<file path="src/two_axis_dda_step_generator_top_assert.svh">
// ----------------------------------------------------------------------------
// two-axis dda step generator assertion macros
// immediate-consequence and next-cycle property forms with reset disable
// ----------------------------------------------------------------------------
`ifndef TWO_AXIS_DDA_STEP_GENERATOR_TOP_ASSERT_SVH
`define TWO_AXIS_DDA_STEP_GENERATOR_TOP_ASSERT_SVH

// consequence holds in the same cycle as the antecedent
`define TADSG_ASSERT_NOW(label, clk_sig, rstn_sig, ante, cons, msg) \
    label: assert property (@(posedge clk_sig) disable iff (!rstn_sig) (ante) |-> (cons)) \
        else $error(msg);

// consequence holds in the cycle after the antecedent
`define TADSG_ASSERT_NEXT(label, clk_sig, rstn_sig, ante, cons, msg) \
    label: assert property (@(posedge clk_sig) disable iff (!rstn_sig) (ante) |=> (cons)) \
        else $error(msg);

`endif

</file>
<file path="src/tadsg_pkg.sv">
// ----------------------------------------------------------------------------
// tadsg_pkg
// shared types and constants of the two-axis dda step generator
// ----------------------------------------------------------------------------
package tadsg_pkg;

    localparam int STEP_BITS_DEF  = 24;
    localparam int POS_BITS_DEF   = 32;
    localparam int TIMER_BITS_DEF = 16;

    localparam int IN_STEP_W  = 24;
    localparam int OUT_POS_W  = 32;
    localparam int CFG_BITS   = 16;

    localparam logic [CFG_BITS-1:0] STEP_INTERVAL_RESET = 16'd625;

    localparam logic KIND_TICK = 1'b0;
    localparam logic KIND_MOVE = 1'b1;

    typedef struct packed {
        logic                        kind;
        logic signed [IN_STEP_W-1:0] steps_a;
        logic signed [IN_STEP_W-1:0] steps_b;
    } in_word_t;

    typedef struct packed {
        logic                        step_a;
        logic                        step_b;
        logic                        dir_a;
        logic                        dir_b;
        logic                        drive_enable;
        logic signed [OUT_POS_W-1:0] position_a;
        logic signed [OUT_POS_W-1:0] position_b;
        logic                        move_done;
        logic                        rejected;
    } out_word_t;

    typedef struct packed {
        logic                fire;
        logic [CFG_BITS-1:0] step_interval;
    } core_ctrl_t;

endpackage

</file>
<file path="src/two_axis_dda_step_generator_top.sv">
// ----------------------------------------------------------------------------
// two_axis_dda_step_generator_top
// Two-axis dda step generator. Every input word (a timebase tick or a move
// command) yields exactly one output word with step strobes, directions,
// drive enable, positions and done/reject flags. One word is taken every
// clock cycle unless out_stall holds the output; a word passes an input
// register and the dda update, which lands in the output register.
// The rate is set by the registered state update loop of the accumulators
// and tick timer. The step interval register should be written only while
// no move is running and no word is in flight.
// ----------------------------------------------------------------------------
module two_axis_dda_step_generator_top #(
    parameter int STEP_BITS  = tadsg_pkg::STEP_BITS_DEF,
    parameter int POS_BITS   = tadsg_pkg::POS_BITS_DEF,
    parameter int TIMER_BITS = tadsg_pkg::TIMER_BITS_DEF
) (
    input  logic                              clk,
    input  logic                              rst_n,
    input  logic                              in_valid,
    output logic                              in_stall,
    input  tadsg_pkg::in_word_t               in_word,
    output logic                              out_valid,
    input  logic                              out_stall,
    output tadsg_pkg::out_word_t              out_word,
    input  logic                              cfg_valid,
    output logic                              cfg_ready,
    input  logic [tadsg_pkg::CFG_BITS-1:0]    cfg_data
);

    tadsg_pkg::in_word_t   in_word_reg;
    logic                  in_vld_reg;
    logic                  out_vld_reg;
    tadsg_pkg::out_word_t  out_word_reg;
    logic [tadsg_pkg::CFG_BITS-1:0] interval_reg;
    tadsg_pkg::core_ctrl_t ctrl;
    tadsg_pkg::out_word_t  result;
    logic                  advance;
    logic                  in_take;

    assign advance   = in_vld_reg & (~out_vld_reg | ~out_stall);
    assign in_stall  = in_vld_reg & ~advance;
    assign in_take   = in_valid & ~in_stall;
    assign cfg_ready = 1'b1;
    assign out_valid = out_vld_reg;
    assign out_word  = out_word_reg;

    assign ctrl.fire          = advance;
    assign ctrl.step_interval = interval_reg;

    always_ff @(posedge clk or negedge rst_n)
    begin
        if (!rst_n)
        begin
            in_vld_reg   <= 1'b0;
            out_vld_reg  <= 1'b0;
            interval_reg <= tadsg_pkg::STEP_INTERVAL_RESET;
        end
        else
        begin
            if (!in_vld_reg || advance)
            begin
                in_vld_reg <= in_take;
            end
            if (advance)
            begin
                out_vld_reg <= 1'b1;
            end
            else if (!out_stall)
            begin
                out_vld_reg <= 1'b0;
            end
            if (cfg_valid && cfg_ready)
            begin
                interval_reg <= cfg_data;
            end
        end
    end

    // payload registers
    always_ff @(posedge clk)
    begin
        if (in_take)
        begin
            in_word_reg <= in_word;
        end
        if (advance)
        begin
            out_word_reg <= result;
        end
    end

    tadsg_core #(
        .STEP_BITS  (STEP_BITS),
        .POS_BITS   (POS_BITS),
        .TIMER_BITS (TIMER_BITS)
    ) u_core (
        .clk    (clk),
        .rst_n  (rst_n),
        .ctrl   (ctrl),
        .item   (in_word_reg),
        .result (result)
    );

endmodule

</file>
<file path="src/tadsg_core.sv">
// ----------------------------------------------------------------------------
// tadsg_core
// move state, tick timer and per-axis dda accumulators; one word per fire
// ----------------------------------------------------------------------------
`include "two_axis_dda_step_generator_top_assert.svh"

module tadsg_core #(
    parameter int STEP_BITS  = tadsg_pkg::STEP_BITS_DEF,
    parameter int POS_BITS   = tadsg_pkg::POS_BITS_DEF,
    parameter int TIMER_BITS = tadsg_pkg::TIMER_BITS_DEF
) (
    input  logic                  clk,
    input  logic                  rst_n,
    input  tadsg_pkg::core_ctrl_t ctrl,
    input  tadsg_pkg::in_word_t   item,
    output tadsg_pkg::out_word_t  result
);

    localparam int CMP_W = (TIMER_BITS + 1 > tadsg_pkg::CFG_BITS) ?
                           TIMER_BITS + 1 : tadsg_pkg::CFG_BITS;

    logic [POS_BITS-1:0]   pos_a_reg, pos_a_next;
    logic [POS_BITS-1:0]   pos_b_reg, pos_b_next;
    logic [STEP_BITS-1:0]  mag_a_reg, mag_a_next;
    logic [STEP_BITS-1:0]  mag_b_reg, mag_b_next;
    logic [STEP_BITS-1:0]  total_reg, total_next;
    logic [STEP_BITS-1:0]  iter_reg, iter_next;
    logic [STEP_BITS-1:0]  accum_a_reg, accum_a_next;
    logic [STEP_BITS-1:0]  accum_b_reg, accum_b_next;
    logic [TIMER_BITS-1:0] tick_reg, tick_next;
    logic                  dir_a_reg, dir_a_next;
    logic                  dir_b_reg, dir_b_next;
    logic                  busy_reg, busy_next;

    logic signed [STEP_BITS-1:0] ext_a, ext_b;
    logic [STEP_BITS-1:0]        in_mag_a, in_mag_b;
    logic [STEP_BITS-1:0]        sum_a, sum_b, iter_plus;
    logic [CMP_W-1:0]            tick_plus;
    logic                        sa, sb, done, rej;

    // sign handling of the move counts
    always_comb
    begin
        ext_a    = STEP_BITS'(item.steps_a);
        ext_b    = STEP_BITS'(item.steps_b);
        in_mag_a = ext_a[STEP_BITS-1] ? (~ext_a + 1'b1) : ext_a;
        in_mag_b = ext_b[STEP_BITS-1] ? (~ext_b + 1'b1) : ext_b;
    end

    always_comb
    begin
        pos_a_next   = pos_a_reg;
        pos_b_next   = pos_b_reg;
        mag_a_next   = mag_a_reg;
        mag_b_next   = mag_b_reg;
        total_next   = total_reg;
        iter_next    = iter_reg;
        accum_a_next = accum_a_reg;
        accum_b_next = accum_b_reg;
        tick_next    = tick_reg;
        dir_a_next   = dir_a_reg;
        dir_b_next   = dir_b_reg;
        busy_next    = busy_reg;
        sa           = 1'b0;
        sb           = 1'b0;
        done         = 1'b0;
        rej          = 1'b0;
        sum_a        = accum_a_reg + mag_a_reg;
        sum_b        = accum_b_reg + mag_b_reg;
        iter_plus    = iter_reg + 1'b1;
        tick_plus    = CMP_W'(tick_reg) + CMP_W'(1);

        if (ctrl.fire)
        begin
            if (item.kind == tadsg_pkg::KIND_MOVE)
            begin
                if (busy_reg)
                begin
                    rej = 1'b1;
                end
                else if (in_mag_a == '0 && in_mag_b == '0)
                begin
                    done = 1'b1;
                end
                else
                begin
                    mag_a_next   = in_mag_a;
                    mag_b_next   = in_mag_b;
                    dir_a_next   = ~ext_a[STEP_BITS-1];
                    dir_b_next   = ~ext_b[STEP_BITS-1];
                    total_next   = (in_mag_a > in_mag_b) ? in_mag_a : in_mag_b;
                    iter_next    = '0;
                    accum_a_next = '0;
                    accum_b_next = '0;
                    tick_next    = '0;
                    busy_next    = 1'b1;
                end
            end
            else if (busy_reg)
            begin
                if (tick_plus >= CMP_W'(ctrl.step_interval))
                begin
                    tick_next = '0;
                    if (sum_a >= total_reg)
                    begin
                        accum_a_next = sum_a - total_reg;
                        sa           = 1'b1;
                        pos_a_next   = dir_a_reg ? pos_a_reg + 1'b1 : pos_a_reg - 1'b1;
                    end
                    else
                    begin
                        accum_a_next = sum_a;
                    end
                    if (sum_b >= total_reg)
                    begin
                        accum_b_next = sum_b - total_reg;
                        sb           = 1'b1;
                        pos_b_next   = dir_b_reg ? pos_b_reg + 1'b1 : pos_b_reg - 1'b1;
                    end
                    else
                    begin
                        accum_b_next = sum_b;
                    end
                    iter_next = iter_plus;
                    if (iter_plus >= total_reg)
                    begin
                        busy_next = 1'b0;
                        done      = 1'b1;
                    end
                end
                else
                begin
                    tick_next = TIMER_BITS'(tick_plus);
                end
            end
        end

        result.step_a       = sa;
        result.step_b       = sb;
        result.dir_a        = dir_a_next;
        result.dir_b        = dir_b_next;
        result.drive_enable = busy_reg | busy_next;
        result.position_a   = $signed(tadsg_pkg::OUT_POS_W'(pos_a_next));
        result.position_b   = $signed(tadsg_pkg::OUT_POS_W'(pos_b_next));
        result.move_done    = done;
        result.rejected     = rej;
    end

    always_ff @(posedge clk or negedge rst_n)
    begin
        if (!rst_n)
        begin
            pos_a_reg   <= '0;
            pos_b_reg   <= '0;
            mag_a_reg   <= '0;
            mag_b_reg   <= '0;
            total_reg   <= '0;
            iter_reg    <= '0;
            accum_a_reg <= '0;
            accum_b_reg <= '0;
            tick_reg    <= '0;
            dir_a_reg   <= 1'b0;
            dir_b_reg   <= 1'b0;
            busy_reg    <= 1'b0;
        end
        else
        begin
            pos_a_reg   <= pos_a_next;
            pos_b_reg   <= pos_b_next;
            mag_a_reg   <= mag_a_next;
            mag_b_reg   <= mag_b_next;
            total_reg   <= total_next;
            iter_reg    <= iter_next;
            accum_a_reg <= accum_a_next;
            accum_b_reg <= accum_b_next;
            tick_reg    <= tick_next;
            dir_a_reg   <= dir_a_next;
            dir_b_reg   <= dir_b_next;
            busy_reg    <= busy_next;
        end
    end

    `TADSG_ASSERT_NOW(a_iter_below_total, clk, rst_n, busy_reg, iter_reg < total_reg, "iteration count reached total while busy")
    `TADSG_ASSERT_NOW(a_accum_below_total, clk, rst_n, busy_reg, (accum_a_reg < total_reg) && (accum_b_reg < total_reg), "accumulator not below total while busy")
    `TADSG_ASSERT_NEXT(a_done_goes_idle, clk, rst_n, ctrl.fire && result.move_done, !busy_reg, "still busy after move done")
    `TADSG_ASSERT_NEXT(a_reject_keeps_pos, clk, rst_n, ctrl.fire && result.rejected, $stable(pos_a_reg) && $stable(pos_b_reg) && busy_reg, "rejected move changed state")

endmodule

</file>
<file path="config.mk">
export PLATFORM = sky130hd
export DESIGN_NAME = two_axis_dda_step_generator_top
export DESIGN_NICKNAME = d
export VERILOG_FILES = /design/src/tadsg_pkg.sv /design/src/two_axis_dda_step_generator_top.sv /design/src/tadsg_core.sv
export VERILOG_INCLUDE_DIRS = /design/src /design/src/src
export SDC_FILE = /design/constraint.sdc
export NUM_CORES = 1
export LEC_CHECK = 0
export ABC_CLOCK_PERIOD_IN_PS = 8700
export BUFFER_PORTS_ARGS = -buffer_cell sky130_fd_sc_hd__buf_2
export CORE_MARGIN = 10
export CORE_UTILIZATION = 55
export CTS_CLUSTER_DIAMETER = 200
export DETAILED_ROUTE_END_ITERATION = 8
export HOLD_SLACK_MARGIN = 0.02
export PLACE_DENSITY = 0.78
export SLEW_MARGIN = 20
export SYNTH_ARGS = -nofsm -noshare
export SYNTH_HDL_FRONTEND = slang
export SYNTH_HIERARCHICAL = 1
export SYNTH_SLANG_ARGS = --single-unit
</file>
<file path="constraint.sdc">
create_clock -name clk -period 8.7 [get_ports clk]
set_input_delay 1.74 -clock clk [delete_from_list [all_inputs] [get_ports clk]]
set_output_delay 1.74 -clock clk [all_outputs]
set_load 0.005 [all_outputs]
</file>
* Word level (Yosys, flattened, before mapping) *
Index checks and enable logic that the tools add are counted.
W data, S select, Z words.

operators by class
  add/subtract/negate cells = 12
  $mul = 0
  div/mod/pow operators = 0
  $lt $le $gt $ge = 5
  equal/unequal tests = 3
  shift operators = 0
  multiplexer cells = 59
  bitwise gates (word level) = 16
  reduce and logical (&&, ||, !) cells = 11

operators by type and width
  operator                 count
  $mux W24                 16
  $mux W32                 12
  $mux W16                 5
  $add A24 B1 Y24 const B  3
  $ge A24 B24 Y1           3
  $add A32 B1 Y32 const B  2
  $sub A32 B1 Y32 const B  2
  $add A24 B24 Y24         2
  $logic_not A24 Y1        2
  $not A24 Y24             2
  $sub A24 B24 Y24         2
  $mux W1                  26
  $gt A24 B24 Y1           1
  $add A16 B1 Y17 const B  1
  $ge A17 B16 Y1           1
  $not A1 Y1               9
  $reduce_and A4 Y1        2
  $reduce_and A5 Y1        1
  $ne A2 B1 Y1 const B     2
  $reduce_bool A2 Y1       2
  $and A1 B1 Y1            3
  $reduce_or A3 Y1         1
  $ne A2 B2 Y1 const B     1
  $or A1 B1 Y1             2
  3 further kinds          3

word-level totals
  bits in registers = 365
  latch bits = 0
  memory bits (writable) = 0
  bits in read-only memories = 0
  output and inout bits = 74
  word-level logic and storage cells = 133
  memories = 0

* Depth between registers and ports, before layout *
  depth after elaboration = 10
  mapped depth = 24
  mapped depth without buffers = 22

* Hierarchy *
Netlist, hierarchy kept.

by module, submodules not included
  module                           instances  cells each  area an instance (um^2)  seq. area each (um^2)
  tadsg_core                       1          2429        20085.5                  5680.4
  two_axis_dda_step_generator_top  1          164         4356.7                   4060.1

* Worst setup path after synthesis *
Ideal clock, no wire load.

  path type = input -> register
  from = input out_stall
  to = register out_word_reg (netlist bit out_word[68]) (data pin)
  library setup time = 0.251 ns
  arrival = 8.482 ns
  required time = 8.449 ns
  path slack = -0.033 ns
  stages = 8
  path through = a21boi_0 > clkbuf_1 > nand2_1 > a211oi_4 > buf_2 > buf_2 > a21oi_1 > buf_4

on the way
  longest elaborated chain between the ends = 4

RTL lines
  item                         RTL line                               source
  start, declared              two_axis_dda_step_generator_top.sv:23  input logic out_stall,
  $not A1 Y1                   two_axis_dda_step_generator_top.sv:40  assign advance = in_vld_reg & (~out_vld_reg | ~out_stall);
  $or A1 B1 Y1                 two_axis_dda_step_generator_top.sv:40
  $and A1 B1 Y1                two_axis_dda_step_generator_top.sv:40
  $mux W1                      tadsg_core.sv:73                       if (ctrl.fire)
  named net u_core.dir_a_next  tadsg_core.sv:31                       logic dir_a_reg, dir_a_next;
  end signal, assigned         two_axis_dda_step_generator_top.sv:88  out_word_reg <= result;
  end, declared                two_axis_dda_step_generator_top.sv:33  tadsg_pkg::out_word_t out_word_reg;

The timed path passes the listed nets, and every way through them passes these cells.
A chain may end at the register's enable or synchronous reset.

==> flow_metrics.env <==
export IMPL_cp_top_family="compound AO/OA/AOI/OAI gates"
export IMPL_cp_slowest_cell="nand2b_4"
export IMPL_fin_skew_ns=0.0248
export IMPL_finalSetupTns_ns=0
export IMPL_synthFlopType="dfrtp_1"
export IMPL_synth_top_area_cell="dfrtp_1"
export IMPL_cts_resized=0
export IMPL_synth_nets=2891
export IMPL_cts_made_buffers=42
export IMPL_power_frac_comb_pct=32.7
export IMPL_first_global_vias=19700
export IMPL_cts_tree="done"
export IMPL_cp_data_required_time_ns=9.01
export IMPL_grt_pass1_wl_um=101000
export IMPL_arrival_ns=6.25
export IMPL_fmax_mhz=168
export IMPL_gp_congestion=0.967
export IMPL_tightest_slew_ns=1.08
export IMPL_cp_slowest_stage_delay_ns=0.59
export IMPL_start_util_pct=55.4
export IMPL_start_kind="register"
export IMPL_clk_latency_ns=0.57
export IMPL_relSlewSlack_pct=27.7
export IMPL_synth_ff_latch_count=365
export IMPL_chipWidth_um=231
export IMPL_synth_seq_area_share_pct=39.9
export IMPL_synth_edf_count=120
export IMPL_wl_per_cell_um=18.8
export IMPL_cp_buffers_inverters=2
export IMPL_hp_class="reg -> reg"
export IMPL_drcViolationCount=0
export IMPL_switching_share_pct=34.3
export IMPL_syn_inst=2593
export IMPL_synth_area_um2=24400
export IMPL_drt_first_pass_iters=6
export IMPL_power_density_nw_per_um2=210
export IMPL_ant_nets=0
export IMPL_path_cells="ha_1 > fa_1 > a211oi_1 > o21ai_0 > a211oi_1 > o31ai_1 > and2_1 > o21a_1 > nor2_1 > xnor2_1 > ha_1 > and4_1 > nand2_1 > nor3_1 > a221oi_1 > a21oi_1 > a2111oi_2 > buf_4 > nand2b_4 > inv_1 > a31o_2"
export IMPL_period_share_pct=68.3
export IMPL_rows=77
export IMPL_hold_buffers=0
export IMPL_yosysTopAreaCellShare_pct=24.6
export IMPL_dieHeight_um=231
export IMPL_cts_setup_buffers=0
export IMPL_crit_type="reg -> reg"
export IMPL_n_fill_cell=3687
export IMPL_track_usage_pct=22.9
export IMPL_cts_sinks=365
export IMPL_die_area_um2=53300
export IMPL_synth_area_leaders="dfrtp_1 (25%), edfxtp_1 (15%), ha_1 (11%), a21oi_1 (4.8%), xnor2_1 (4.2%)"
export IMPL_hold_viol=0
export IMPL_core_area_um2=44100
export IMPL_vdd_drop_max_mv=0.173
export IMPL_clkTransAtPathRegs_ns=0.06
export IMPL_placed_cells=3256
export IMPL_layout_cells_non_filler=3334
export IMPL_drt_total_wl_um=62800
export IMPL_hpwl_um=45400
export IMPL_ys_warn_count=6
export IMPL_period_minus_slack_ns=5.94
export IMPL_synth_async_reset_ratio_pct=67.1
export IMPL_final_nets=3006
export IMPL_grt_max_degree=110
export IMPL_seq_power_share_pct=35.6
export IMPL_rsz0062_at_grt="no"
export IMPL_h_tree_depth=2
export IMPL_largest_reg_flops=71
export IMPL_viasPerCell=6.02
export IMPL_power_switching_mw=1.95
export IMPL_overflow=0
export IMPL_root_buffer="clkbuf_16"
export IMPL_max_cap_viol_count=0
export IMPL_end_kind="register"
export IMPL_num_vias=20100
export IMPL_p_clk_share_pct=31.7
export IMPL_antenna_found_initial=0
export IMPL_io_buffer_count=142
export IMPL_internal_power_mw=3.73
export IMPL_clockBufferDepth=3
export IMPL_io_pins=144
export IMPL_slew_violations=0
export IMPL_crit_fanout=61
export IMPL_synthDistinctLibCells=82
export IMPL_initialDrtViolationCount=1730
export IMPL_synth_area_per_cell_um2=9.43
export IMPL_syn_to_final_growth_pct=10.8
export IMPL_finalSetupViolations=0
export IMPL_leakage_nw=12.4
export IMPL_drive_above_1_share_pct=11.3
export IMPL_outcome="complete, no violations"
==> cells in the final DEF (no fill, tap or decap), types with 18 or more instances in the layout <==
| cell | netlist | routed |
|---|---|---|
| a21oi_1 | 235 | 235 |
| dfrtp_1 | 240 | 240 |
| nor3_1 | 49 | 49 |
| mux2_2 | 31 | 31 |
| nor2b_1 | 42 | 42 |
| nand2_1 | 249 | 248 |
| xor2_1 | 87 | 87 |
| a21o_1 | 58 | 58 |
| a31oi_1 | 19 | 18 |
| edfxtp_1 | 120 | 120 |
| or3_1 | 18 | 18 |
| inv_1 | 118 | 118 |
| buf_2 | 21 | 141 |
| nand4_1 | 27 | 27 |
| o21a_1 | 22 | 22 |
| nor2_1 | 186 | 186 |
| nand3_1 | 68 | 67 |
| o21bai_1 | 22 | 21 |
| ha_1 | 222 | 222 |
| mux2i_1 | 44 | 44 |
| and3_1 | 25 | 25 |
| a211oi_1 | 23 | 23 |
| o22ai_1 | 22 | 22 |
| xnor2_1 | 117 | 117 |
| clkbuf_16 | 0 | 43 |
| o21ai_0 | 179 | 179 |
| nand2b_1 | 39 | 38 |
| o31ai_1 | 26 | 26 |
==> power by group through the flow <==
stage	combinational, mW	clock, mW	sequential (mW)
after floorplan	1.36	0	2.02
after global placement	1.76	0	2.05
after detailed placement	1.81	0	2.05
after CTS	1.83	1.84	2.02
after global routing	2.05	1.92	2.04
final	1.86	1.80	2.02
==> Yosys cell counts (7+ instances only) <==
| master | n |
|---|---|
| and2_1 | 11 |
| nand2b_1 | 39 |
| and3_1 | 25 |
| mux2_2 | 31 |
| mux2_4 | 10 |
| or3_1 | 18 |
| ha_1 | 222 |
| nor4_1 | 10 |
| o41ai_1 | 11 |
| edfxtp_1 | 120 |
| dfrtp_1 | 240 |
| a211oi_1 | 23 |
| xor2_1 | 87 |
| a31oi_1 | 19 |
| o21ai_0 | 179 |
| a21boi_0 | 7 |
| a41oi_1 | 7 |
| or2_2 | 13 |
| buf_4 | 9 |
| mux2i_1 | 44 |
| o21bai_1 | 22 |
| a2111oi_0 | 7 |
| nor2_1 | 186 |
| nor2b_1 | 42 |
| o22ai_1 | 22 |
| inv_1 | 118 |
| nand2_1 | 249 |
| a31o_2 | 11 |
| o211ai_1 | 11 |
| o21a_1 | 22 |
| nand4_1 | 27 |
| or4_1 | 13 |
| o31ai_1 | 26 |
| nand3_1 | 68 |
| nor3_1 | 49 |
| clkbuf_1 | 52 |
| xnor2_1 | 117 |
| a21oi_1 | 235 |
| a21o_1 | 58 |
| buf_2 | 21 |
| o21ai_1 | 9 |
==> layer usage <==
layer / share of wire [%] / global-route usage [%] / vias to the layer above
met5: 0 / 0 / -
met4: 3.4 / 9.41 / 0
met3: 6.4 / 3.48 / 136
met2: 47 / 37.6 / 656
met1: 43 / 29.9 / 9613
li1: - / - / 9653
==> worst paths after layout <==
kind	from	endpoint	slack (ns)	cells after the start
setup / recovery	u_core/mag_a_reg[0]	out_word[49]	2.76	21
hold / removal	u_core/pos_b_reg[31]	u_core/pos_b_reg[31]	0.47	1
setup reg to reg	u_core/mag_a_reg[0]	out_word[49]	2.76	21
hold reg to reg	u_core/pos_b_reg[31]	u_core/pos_b_reg[31]	0.47	1
max in group asynchronous	rst_n	u_core/pos_a_reg[10]	5.96	2
min in group asynchronous	rst_n	interval_reg[10]	1.22	1
==> per-stage QoR <==
stage                     cell area, um^2  util (%)  hold slack [ns]  power [mW]  setup WS [ns]
after detailed placement            25700      58.2            0.450        3.86           2.35
after floorplan                     24400         -            0.432        3.37           1.94
after CTS                           27100      61.3            0.464        5.68           2.36
after global placement              25600      58.1            0.449        3.81           2.45
after global routing                27100      61.4            0.477        6.00           2.19
final                               27100      61.4            0.467        5.68           2.76
==> cells by family (layout without fill, tap and decap cells) <==
kind of cell / Yosys count / in the layout / share of synthesized area [%]
xor gates and xnor gates: 204 / 204 / 7.31
DFF: 365 / 365 / 39.9
AOI/OAI and AO/OA: 723 / 723 / 18.2
buffers and inverters: 205 / 353 / 3.49
muxes: 89 / 89 / 4.03
other: 1 / 2 / 0.0153
adders and majority gates: 228 / 228 / 11.9
and+or+nand+nor: 778 / 778 / 15.2
==> area by class of cell <==
cell class | instances | area, um^2 | area share [%]
Inverter | 120 | 450 | 1.66
Tap cell | 592 | 741 | 2.74
Timing Repair Buffer | 156 | 838 | 3.10
Clock buffer | 56 | 1150 | 4.27
Multi-Input combinational cell | 2023 | 13900 | 51.4
Clock inverter | 21 | 241 | 0.892
Sequential cell | 365 | 9740 | 36.0
Antenna cell | 1 | 2.50 | 0.00924
Note: power is estimated with default switching activity, not from simulation.
